<file path="src/assert_macros.svh">
// Assertion macros used by the interrupt controller RTL.
// No dependencies; pulled in by files that check their own logic.
`ifndef ASSERT_MACROS_SVH
`define ASSERT_MACROS_SVH

`ifndef ASSERT_OFF

// Clocked check, muted while reset is high.
`define ASSERT_CLK(label, clk, rst, prop, msg) \
  label: assert property (@(posedge clk) disable iff (rst) prop) else $error(msg);

// Clocked check that also holds through reset.
`define ASSERT_ALWAYS(label, clk, prop, msg) \
  label: assert property (@(posedge clk) prop) else $error(msg);

`else

`define ASSERT_CLK(label, clk, rst, prop, msg)
`define ASSERT_ALWAYS(label, clk, prop, msg)

`endif

`endif

</file>
<file path="src/ic_ime_pkg.sv">
// Types and constants of the interrupt controller (enable, flags, master enable).
// No dependencies; imported by every module of the block.
package ic_ime_pkg;

  typedef enum logic [1:0] {
    REQ_RAISE = 2'd0,
    REQ_WRITE = 2'd1,
    REQ_READ  = 2'd2,
    REQ_TICK  = 2'd3
  } req_e_t;

  typedef enum logic [1:0] {
    TGT_ENABLE = 2'd0,
    TGT_FLAGS  = 2'd1,
    TGT_MASTER = 2'd2
  } target_e_t;

  localparam int unsigned DATA_W = 16;
  localparam int unsigned SRC_W  = 14;

  localparam logic [DATA_W-1:0] PEND_MASK = 16'h03FF;
  localparam logic [7:0]        BYTE_MASK = 8'hFF;

  typedef struct packed {
    req_e_t            req_type;
    target_e_t         target;
    logic              byte_wide;
    logic              byte_sel;
    logic [DATA_W-1:0] write_data;
    logic [SRC_W-1:0]  source_mask;
  } in_item_t;

  typedef struct packed {
    logic [DATA_W-1:0] read_data;
    logic              irq_line;
  } res_t;

  typedef struct packed {
    logic master_enable;
    logic line_out;
    logic pending;
  } status_t;

endpackage

</file>
<file path="src/ic_ime_in_stage.sv">
// Input register of the interrupt controller: unpacks and holds one item.
// Depends on ic_ime_pkg.
module ic_ime_in_stage
  import ic_ime_pkg::*;
(
  input  logic        clk,
  input  logic        rst,
  input  logic        s_tvalid,
  output logic        s_tready,
  input  logic [31:0] s_tdata,
  input  logic [5:0]  s_tuser,
  input  logic        take,
  output logic        valid,
  output in_item_t    item
);

  assign s_tready = !valid || take;

  always_ff @(posedge clk) begin
    if (rst) begin
      valid <= 1'b0;
    end else if (s_tready) begin
      valid <= s_tvalid;
    end
  end

  always_ff @(posedge clk) begin
    if (s_tvalid && s_tready) begin
      item.req_type    <= req_e_t'(s_tuser[1:0]);
      item.target      <= target_e_t'(s_tuser[3:2]);
      item.byte_wide   <= s_tuser[4];
      item.byte_sel    <= s_tuser[5];
      item.write_data  <= s_tdata[15:0];
      item.source_mask <= s_tdata[29:16];
    end
  end

endmodule

</file>
<file path="src/ic_ime_regs.sv">
// Register file and line logic of the interrupt controller.
// Depends on ic_ime_pkg.
module ic_ime_regs
  import ic_ime_pkg::*;
#(
  parameter int unsigned UPDATE_DELAY = 3
) (
  input  logic     clk,
  input  logic     rst,
  input  logic     fire,
  input  in_item_t item,
  output res_t     result,
  output status_t  status
);

  localparam logic [UPDATE_DELAY-1:0] TOP_SLOT =
    UPDATE_DELAY'(1) << (UPDATE_DELAY - 1);

  logic [DATA_W-1:0]       enable_bits, enable_bits_next;
  logic [DATA_W-1:0]       flag_bits, flag_bits_next;
  logic                    master_enable, master_enable_next;
  logic                    line_out, line_out_next;
  logic [UPDATE_DELAY-1:0] pending_updates, pending_updates_next;

  logic              pending;
  logic              changed;
  logic              me_hit;
  logic [DATA_W-1:0] clr_mask;
  logic [DATA_W-1:0] rd_word;
  logic [DATA_W-1:0] rd;

  assign pending = |(enable_bits & flag_bits & PEND_MASK);
  assign me_hit  = !item.byte_wide || !item.byte_sel;

  always_comb begin
    if (!item.byte_wide) begin
      clr_mask = item.write_data;
    end else if (item.byte_sel) begin
      clr_mask = {item.write_data[7:0] & BYTE_MASK, 8'h00};
    end else begin
      clr_mask = {8'h00, item.write_data[7:0] & BYTE_MASK};
    end
  end

  always_comb begin
    case (item.target)
      TGT_ENABLE: rd_word = enable_bits;
      TGT_FLAGS:  rd_word = flag_bits;
      TGT_MASTER: rd_word = {{(DATA_W-1){1'b0}}, master_enable};
      default:    rd_word = '0;
    endcase
    if (!item.byte_wide) begin
      rd = rd_word;
    end else if (item.byte_sel) begin
      rd = {8'h00, rd_word[15:8]};
    end else begin
      rd = {8'h00, rd_word[7:0]};
    end
  end

  always_comb begin
    enable_bits_next     = enable_bits;
    flag_bits_next       = flag_bits;
    master_enable_next   = master_enable;
    line_out_next        = line_out;
    pending_updates_next = pending_updates;
    changed              = 1'b0;
    case (item.req_type)
      REQ_RAISE: begin
        flag_bits_next = flag_bits | {2'b00, item.source_mask};
        changed        = 1'b1;
      end
      REQ_WRITE: begin
        case (item.target)
          TGT_ENABLE: begin
            changed = 1'b1;
            if (!item.byte_wide) begin
              enable_bits_next = item.write_data;
            end else if (item.byte_sel) begin
              enable_bits_next = {item.write_data[7:0], enable_bits[7:0]};
            end else begin
              enable_bits_next = {enable_bits[15:8], item.write_data[7:0]};
            end
          end
          TGT_FLAGS: begin
            changed        = 1'b1;
            flag_bits_next = flag_bits & ~clr_mask;
          end
          TGT_MASTER: begin
            if (me_hit && (item.write_data[0] != master_enable)) begin
              master_enable_next = item.write_data[0];
              line_out_next      = item.write_data[0] && pending;
            end
          end
          default: ;
        endcase
      end
      REQ_TICK: begin
        if (pending_updates[0]) begin
          line_out_next = pending;
        end
        pending_updates_next = pending_updates >> 1;
      end
      default: ;
    endcase
    // schedule a delayed line update while the master enable is set
    if (changed && master_enable) begin
      pending_updates_next = pending_updates | TOP_SLOT;
    end
  end

  always_ff @(posedge clk) begin
    if (rst) begin
      enable_bits     <= '0;
      flag_bits       <= '0;
      master_enable   <= 1'b0;
      line_out        <= 1'b0;
      pending_updates <= '0;
    end else if (fire) begin
      enable_bits     <= enable_bits_next;
      flag_bits       <= flag_bits_next;
      master_enable   <= master_enable_next;
      line_out        <= line_out_next;
      pending_updates <= pending_updates_next;
    end
  end

  assign result.read_data = (item.req_type == REQ_READ) ? rd : '0;
  assign result.irq_line  = line_out_next;

  assign status.master_enable = master_enable;
  assign status.line_out      = line_out;
  assign status.pending       = pending;

endmodule

</file>
<file path="src/ic_ime_out_stage.sv">
// Result register of the interrupt controller: holds one result for the sink.
// Depends on ic_ime_pkg.
module ic_ime_out_stage
  import ic_ime_pkg::*;
(
  input  logic        clk,
  input  logic        rst,
  input  logic        load,
  input  res_t        result,
  output logic        free,
  output logic        m_tvalid,
  input  logic        m_tready,
  output logic [23:0] m_tdata
);

  res_t hold;

  assign free = !m_tvalid || m_tready;

  always_ff @(posedge clk) begin
    if (rst) begin
      m_tvalid <= 1'b0;
    end else if (free) begin
      m_tvalid <= load;
    end
  end

  always_ff @(posedge clk) begin
    if (load && free) begin
      hold <= result;
    end
  end

  assign m_tdata = {7'd0, hold.irq_line, hold.read_data};

endmodule

</file>
<file path="src/interrupt_controller_ie_if_ime_unit.sv">
// Top level of the interrupt controller with enable, flag and master enable registers.
// Depends on ic_ime_pkg, ic_ime_in_stage, ic_ime_regs, ic_ime_out_stage, assert_macros.svh.
//
// Each input item is one request: raise sources (OR into the flags), write a
// register, read a register, or one clock tick. Registers are addressed by
// target: enable, flags (writing 1 clears a bit), master enable (bit 0).
// Byte accesses address one byte of the halfword. The pending condition is
// enable & flags & 0x3FF. While the master enable is set, a raise or a write
// to enable or flags schedules a line update that fires on the UPDATE_DELAY-th
// tick after it and drives the line to the pending condition of that moment.
// Setting the master enable drives the line to the pending condition at once,
// clearing it drops the line at once. Every item gives exactly one result:
// read data (zero unless a read) and the line after the request.
// Timing: one item per cycle while the master side takes results; an
// accepted item goes into the input register, then its result into the
// result register, from which it is offered on the master side, with
// all register updates done in the single logic step between them.
// Backpressure on the master side stalls the input register only once the
// result register is full.
module interrupt_controller_ie_if_ime_unit
  import ic_ime_pkg::*;
#(
  parameter int unsigned UPDATE_DELAY = 3
) (
  input  logic        clk,
  input  logic        rst,
  input  logic        s_tvalid,
  output logic        s_tready,
  // [15:0] write_data, [29:16] source_mask, [31:30] zero
  input  logic [31:0] s_tdata,
  // [1:0] req_type, [3:2] target, [4] byte_wide, [5] byte_sel
  input  logic [5:0]  s_tuser,
  output logic        m_tvalid,
  input  logic        m_tready,
  // [15:0] read_data, [16] irq_line, [23:17] zero
  output logic [23:0] m_tdata
);

  `include "assert_macros.svh"

  logic     in_valid;
  logic     out_free;
  logic     fire;
  in_item_t item;
  res_t     result;
  status_t  status;

  // move the held item into the result register when it has room
  assign fire = in_valid && out_free;

  ic_ime_in_stage u_in (
    .clk      (clk),
    .rst      (rst),
    .s_tvalid (s_tvalid),
    .s_tready (s_tready),
    .s_tdata  (s_tdata),
    .s_tuser  (s_tuser),
    .take     (out_free),
    .valid    (in_valid),
    .item     (item)
  );

  ic_ime_regs #(
    .UPDATE_DELAY (UPDATE_DELAY)
  ) u_regs (
    .clk    (clk),
    .rst    (rst),
    .fire   (fire),
    .item   (item),
    .result (result),
    .status (status)
  );

  ic_ime_out_stage u_out (
    .clk      (clk),
    .rst      (rst),
    .load     (in_valid),
    .result   (result),
    .free     (out_free),
    .m_tvalid (m_tvalid),
    .m_tready (m_tready),
    .m_tdata  (m_tdata)
  );

  // an item handed to the result register is offered on the next cycle
  `ASSERT_CLK(a_fire_shows, clk, rst, fire |=> m_tvalid, "result lost after handoff")
  // the line changes only when an item is handled
  `ASSERT_CLK(a_line_moves, clk, rst, !$stable(status.line_out) |-> $past(fire), "line changed without an item")
  // clearing the master enable drops the line in the same step
  `ASSERT_CLK(a_me_off, clk, rst, $fell(status.master_enable) |-> !status.line_out, "line high after master enable cleared")
  // setting the master enable takes the pending condition at once
  `ASSERT_CLK(a_me_on, clk, rst, $rose(status.master_enable) |-> (status.line_out == status.pending), "line not pending on master enable")

endmodule

</file>
<file path="config.mk">
export PLATFORM = sky130hd
export DESIGN_NAME = interrupt_controller_ie_if_ime_unit
export DESIGN_NICKNAME = d
export VERILOG_FILES = /design/src/ic_ime_pkg.sv /design/src/ic_ime_in_stage.sv /design/src/ic_ime_regs.sv /design/src/ic_ime_out_stage.sv /design/src/interrupt_controller_ie_if_ime_unit.sv
export VERILOG_INCLUDE_DIRS = /design/src /design/src/src
export SDC_FILE = /design/constraint.sdc
export NUM_CORES = 1
export LEC_CHECK = 0
export BUFFER_PORTS_ARGS = -buffer_cell sky130_fd_sc_hd__buf_4
export CAP_MARGIN = 10
export CORE_MARGIN = 1
export CORE_UTILIZATION = 59
export DETAILED_ROUTE_END_ITERATION = 8
export GPL_ROUTABILITY_DRIVEN = 0
export GPL_TIMING_DRIVEN = 0
export PLACE_DENSITY = 0.84
export SYNTH_ARGS = -nofsm -noshare
export SYNTH_HDL_FRONTEND = slang
export SYNTH_SLANG_ARGS = --single-unit
</file>
<file path="constraint.sdc">
create_clock -name clk -period 4.93 [get_ports clk]
set_clock_uncertainty 0.2 [all_clocks]
set_input_delay 0.7395 -clock clk [delete_from_list [all_inputs] [get_ports clk]]
set_output_delay 0.7395 -clock clk [all_outputs]
set_load 0.03 [all_outputs]
</file>
==> metrics <==
Worst R2R End=u_regs.enable_bits[15]; worst-path cell chain=buf_4 -> nor2b_1 -> clkbuf_1 -> nand2_1 -> buf_4; post_cts resized=0; Tmin final=2.55 ns; P_leak=~1.8 nW; cts bufs inserted=9; FFs w/ async S/R, synth=0%; I/O Buffers=just under 60; EDFF count, synth=53; Final Max Tran Viols=0; Yosys reg bits=a little over 90; Max IR drop VDD=0.269 mV; clk root buf=clkbuf_8; Max-slew headroom=54.3%; netlist area before placement=approximately 0.0038 sq mm; Crit Path Max Fanout=8; CTS tree=built; Antenna Violating Nets Remaining=0; die area=0.00675 sq mm; multi-input gate area in the final layout=around 0.0013 sq mm; gr ovfl total=0; Pwr Total=around 0.0015 W; Max-Cap Viols=0; dpl hpwl=5.43 mm; Area growth, synth to finish=20.5%; largest net degree at the start of global routing=25; reg2reg start=u_in.item[33]; measured slew at the worst slew-check pin=0.682 ns; die span in x=between 80 and 90 um; clk_lat worst skew=0.36 ns; gr usage total=approximately 25%; layout cells sized above 1=24.0%; Startpoint Class=input port; via count=2682; Placeable Area=0.00606 sq mm; most used routing layer=met2; Worst EP arrival=between 1.5 and 2 ns; Synthesis Warnings=0; most frequent CP cell=buf_4; dominant cells by area after synthesis=edfxtp_1 42%, dfxtp_1 21%, mux2i_1 7.1%, nor2_1 5.0%, a21oi_1 3.4%; CP max stage cell=clkbuf_1; clock tree buffer depth=2; fmax=0.392 GHz; Final Hold Vio Count=0; register area=0.00237 sq mm; CP endpoint kind=output port; CP endpoint=s_tready; Critical Path Source=m_tready; post-synth top area share=a little over two fifths; fill cell instance count of the final layout=between 300 and 400; Reg2Reg Setup Slack=2.62 ns; hold_buf cts=0; Synth area leader=edfxtp_1; Max stage delay on crit path=0.34 ns; Post-Route Setup TNS=0 ns; synth unique cells=44; Worst-path clk slew=0.09 ns; vias per cell=5.69; sequential area share after synthesis=62.6%; status=finished clean; DRT Pass-1 Iters=5; Syn Inst Count=315; power per cell area=326 mW/mm^2; M1 GR Usage=30.5%; Final setup viols=0; Detailed Route WL=7.50 mm; global-route wire length before repair=12.0 mm; Worst Reg-to-Reg Cells=6; Initial Util=62.5%; clk sinks=92; H-tree Lvls=3; I/O pin count=between 60 and 70; Top FF cell, synth=edfxtp_1; post-layout net count=roughly 430; vias in the first global route=2532; Crit Path Class=in2out; critical path required time=3.99 ns; GR Util met3=~4.8%; RSZ-0062 raised after global routing=false; hold crit path type=reg2reg; row count=28; DRT iter0 DRCs=225; post-CTS setup buffers=0; fin crit share=approximately 52%; initial antenna violation count=0; DRC violations left=0; die height=between 80 and 90 um; average wire per standard cell=15.9 um; ANT cells=0; met2 usage in global routing=40.2%; syn_area_per_cell=around 12 sq um
## report_power, final
part	internal (W)	leakage, nW	switching (W)
combinational	0.0000532	0.832	0.0000748
clock	0.000239	0.0935	0.000268
sequential	0.000840	0.834	0.0000141
total	0.00113	1.76	0.000356
## synthesized netlist by cell type, types with 6 or more instances
cell type,instances
a21oi_1,26
nor2b_1,10
nand2_1,9
o22a_1,7
a211oi_1,14
dfxtp_1,39
mux2i_1,27
edfxtp_1,53
nor2_1,50
nand2b_1,6
buf_4,7
clkbuf_1,10
## state kept, by name, summed over array words and instances, names as in the netlist
register and cells:
u_in.item 36, u_in.valid 1, u_out.m_tdata 17, u_out.m_tvalid 1, u_regs.enable_bits 16, u_regs.flag_bits 16
u_regs.line_out 1, u_regs.master_enable 1, u_regs.pending_updates 3
## cell usage in the layout (no fill, tap or decap), drive strengths merged, types with 2 or more instances in the layout
cell type,instances
nor3,2
and2,2
conb,7
nand2,9
a211oi,16
mux2i,27
o22a,7
clkbuf,20
nand3,5
o21ai,2
a22oi,5
buf,74
a2111oi,6
or4,2
dfxtp,39
a21oi,26
inv,5
nand4,2
nor2b,10
a311oi,2
clkinvlp,2
nor2,51
nand2b,6
nor4,2
edfxtp,53
nor3b,2
## layout make-up
| cell class | count | share of cell area, % |
|---|---|---|
| buffer | 25 | 3.23 |
| clock buffer | 10 | 2.79 |
| multi-input combinational | 201 | 28.0 |
| inverter | 3 | 0.247 |
| tap | 75 | 2.05 |
| timing repair buffer | 59 | 10.1 |
| sequential | 92 | 51.9 |
| clock inverter | 6 | 1.56 |
## worst min path at each step
stage / startpoint / to / cells past startpoint
after global routing: u_regs.flag_bits[14] / u_regs.flag_bits[14] / 1
final: u_regs.flag_bits[15] / u_regs.flag_bits[15] / 1
after floorplan: u_regs.flag_bits[15] / u_regs.flag_bits[15] / 1
after CTS: u_regs.flag_bits[15] / u_regs.flag_bits[15] / 1
after detailed placement: u_regs.flag_bits[15] / u_regs.flag_bits[15] / 1
after global placement: u_regs.flag_bits[14] / u_regs.flag_bits[14] / 1
## critical path, delay by kind of cell
family | cells | cell delay, ns
simple gates | 2 | 0.22
buf+inv | 3 | 0.64
## metal layers
| layer | part of all wire, % | wire length [um] |
|---|---|---|
| met1 | 43 | 3260 |
| met2 | 49 | 3640 |
| met3 | 5.7 | 426 |
| met4 | 2.4 | 180 |
| met5 | 0 | 0 |
## through the flow
step | setup slack [ns] | util [%] | instance area, sq um | hold slack (ns) | instances
2_1_floorplan | 2.15 | - | 3810 | 0.256 | 321
4_1_cts | 2.39 | 75.4 | 4570 | 0.284 | 471
5_1_grt | 2.27 | 75.4 | 4570 | 0.306 | 471
3_3_place_gp | 2.03 | 71.6 | 4340 | 0.263 | 454
6_report | 2.38 | 75.4 | 4570 | 0.283 | 471
3_5_place_dp | 2.38 | 72.1 | 4370 | 0.271 | 455
## cell families after synthesis
group	count (synthesis)	share of synthesized area [%]
xor+xnor	1	0.231
simple gates	98	13.2
buf+inv	28	4.19
other cells	1	0.0989
flops	92	62.6
compound gates	68	12.5
mux	27	7.13
No activity file was read; power rests on OpenSTA's default activity.
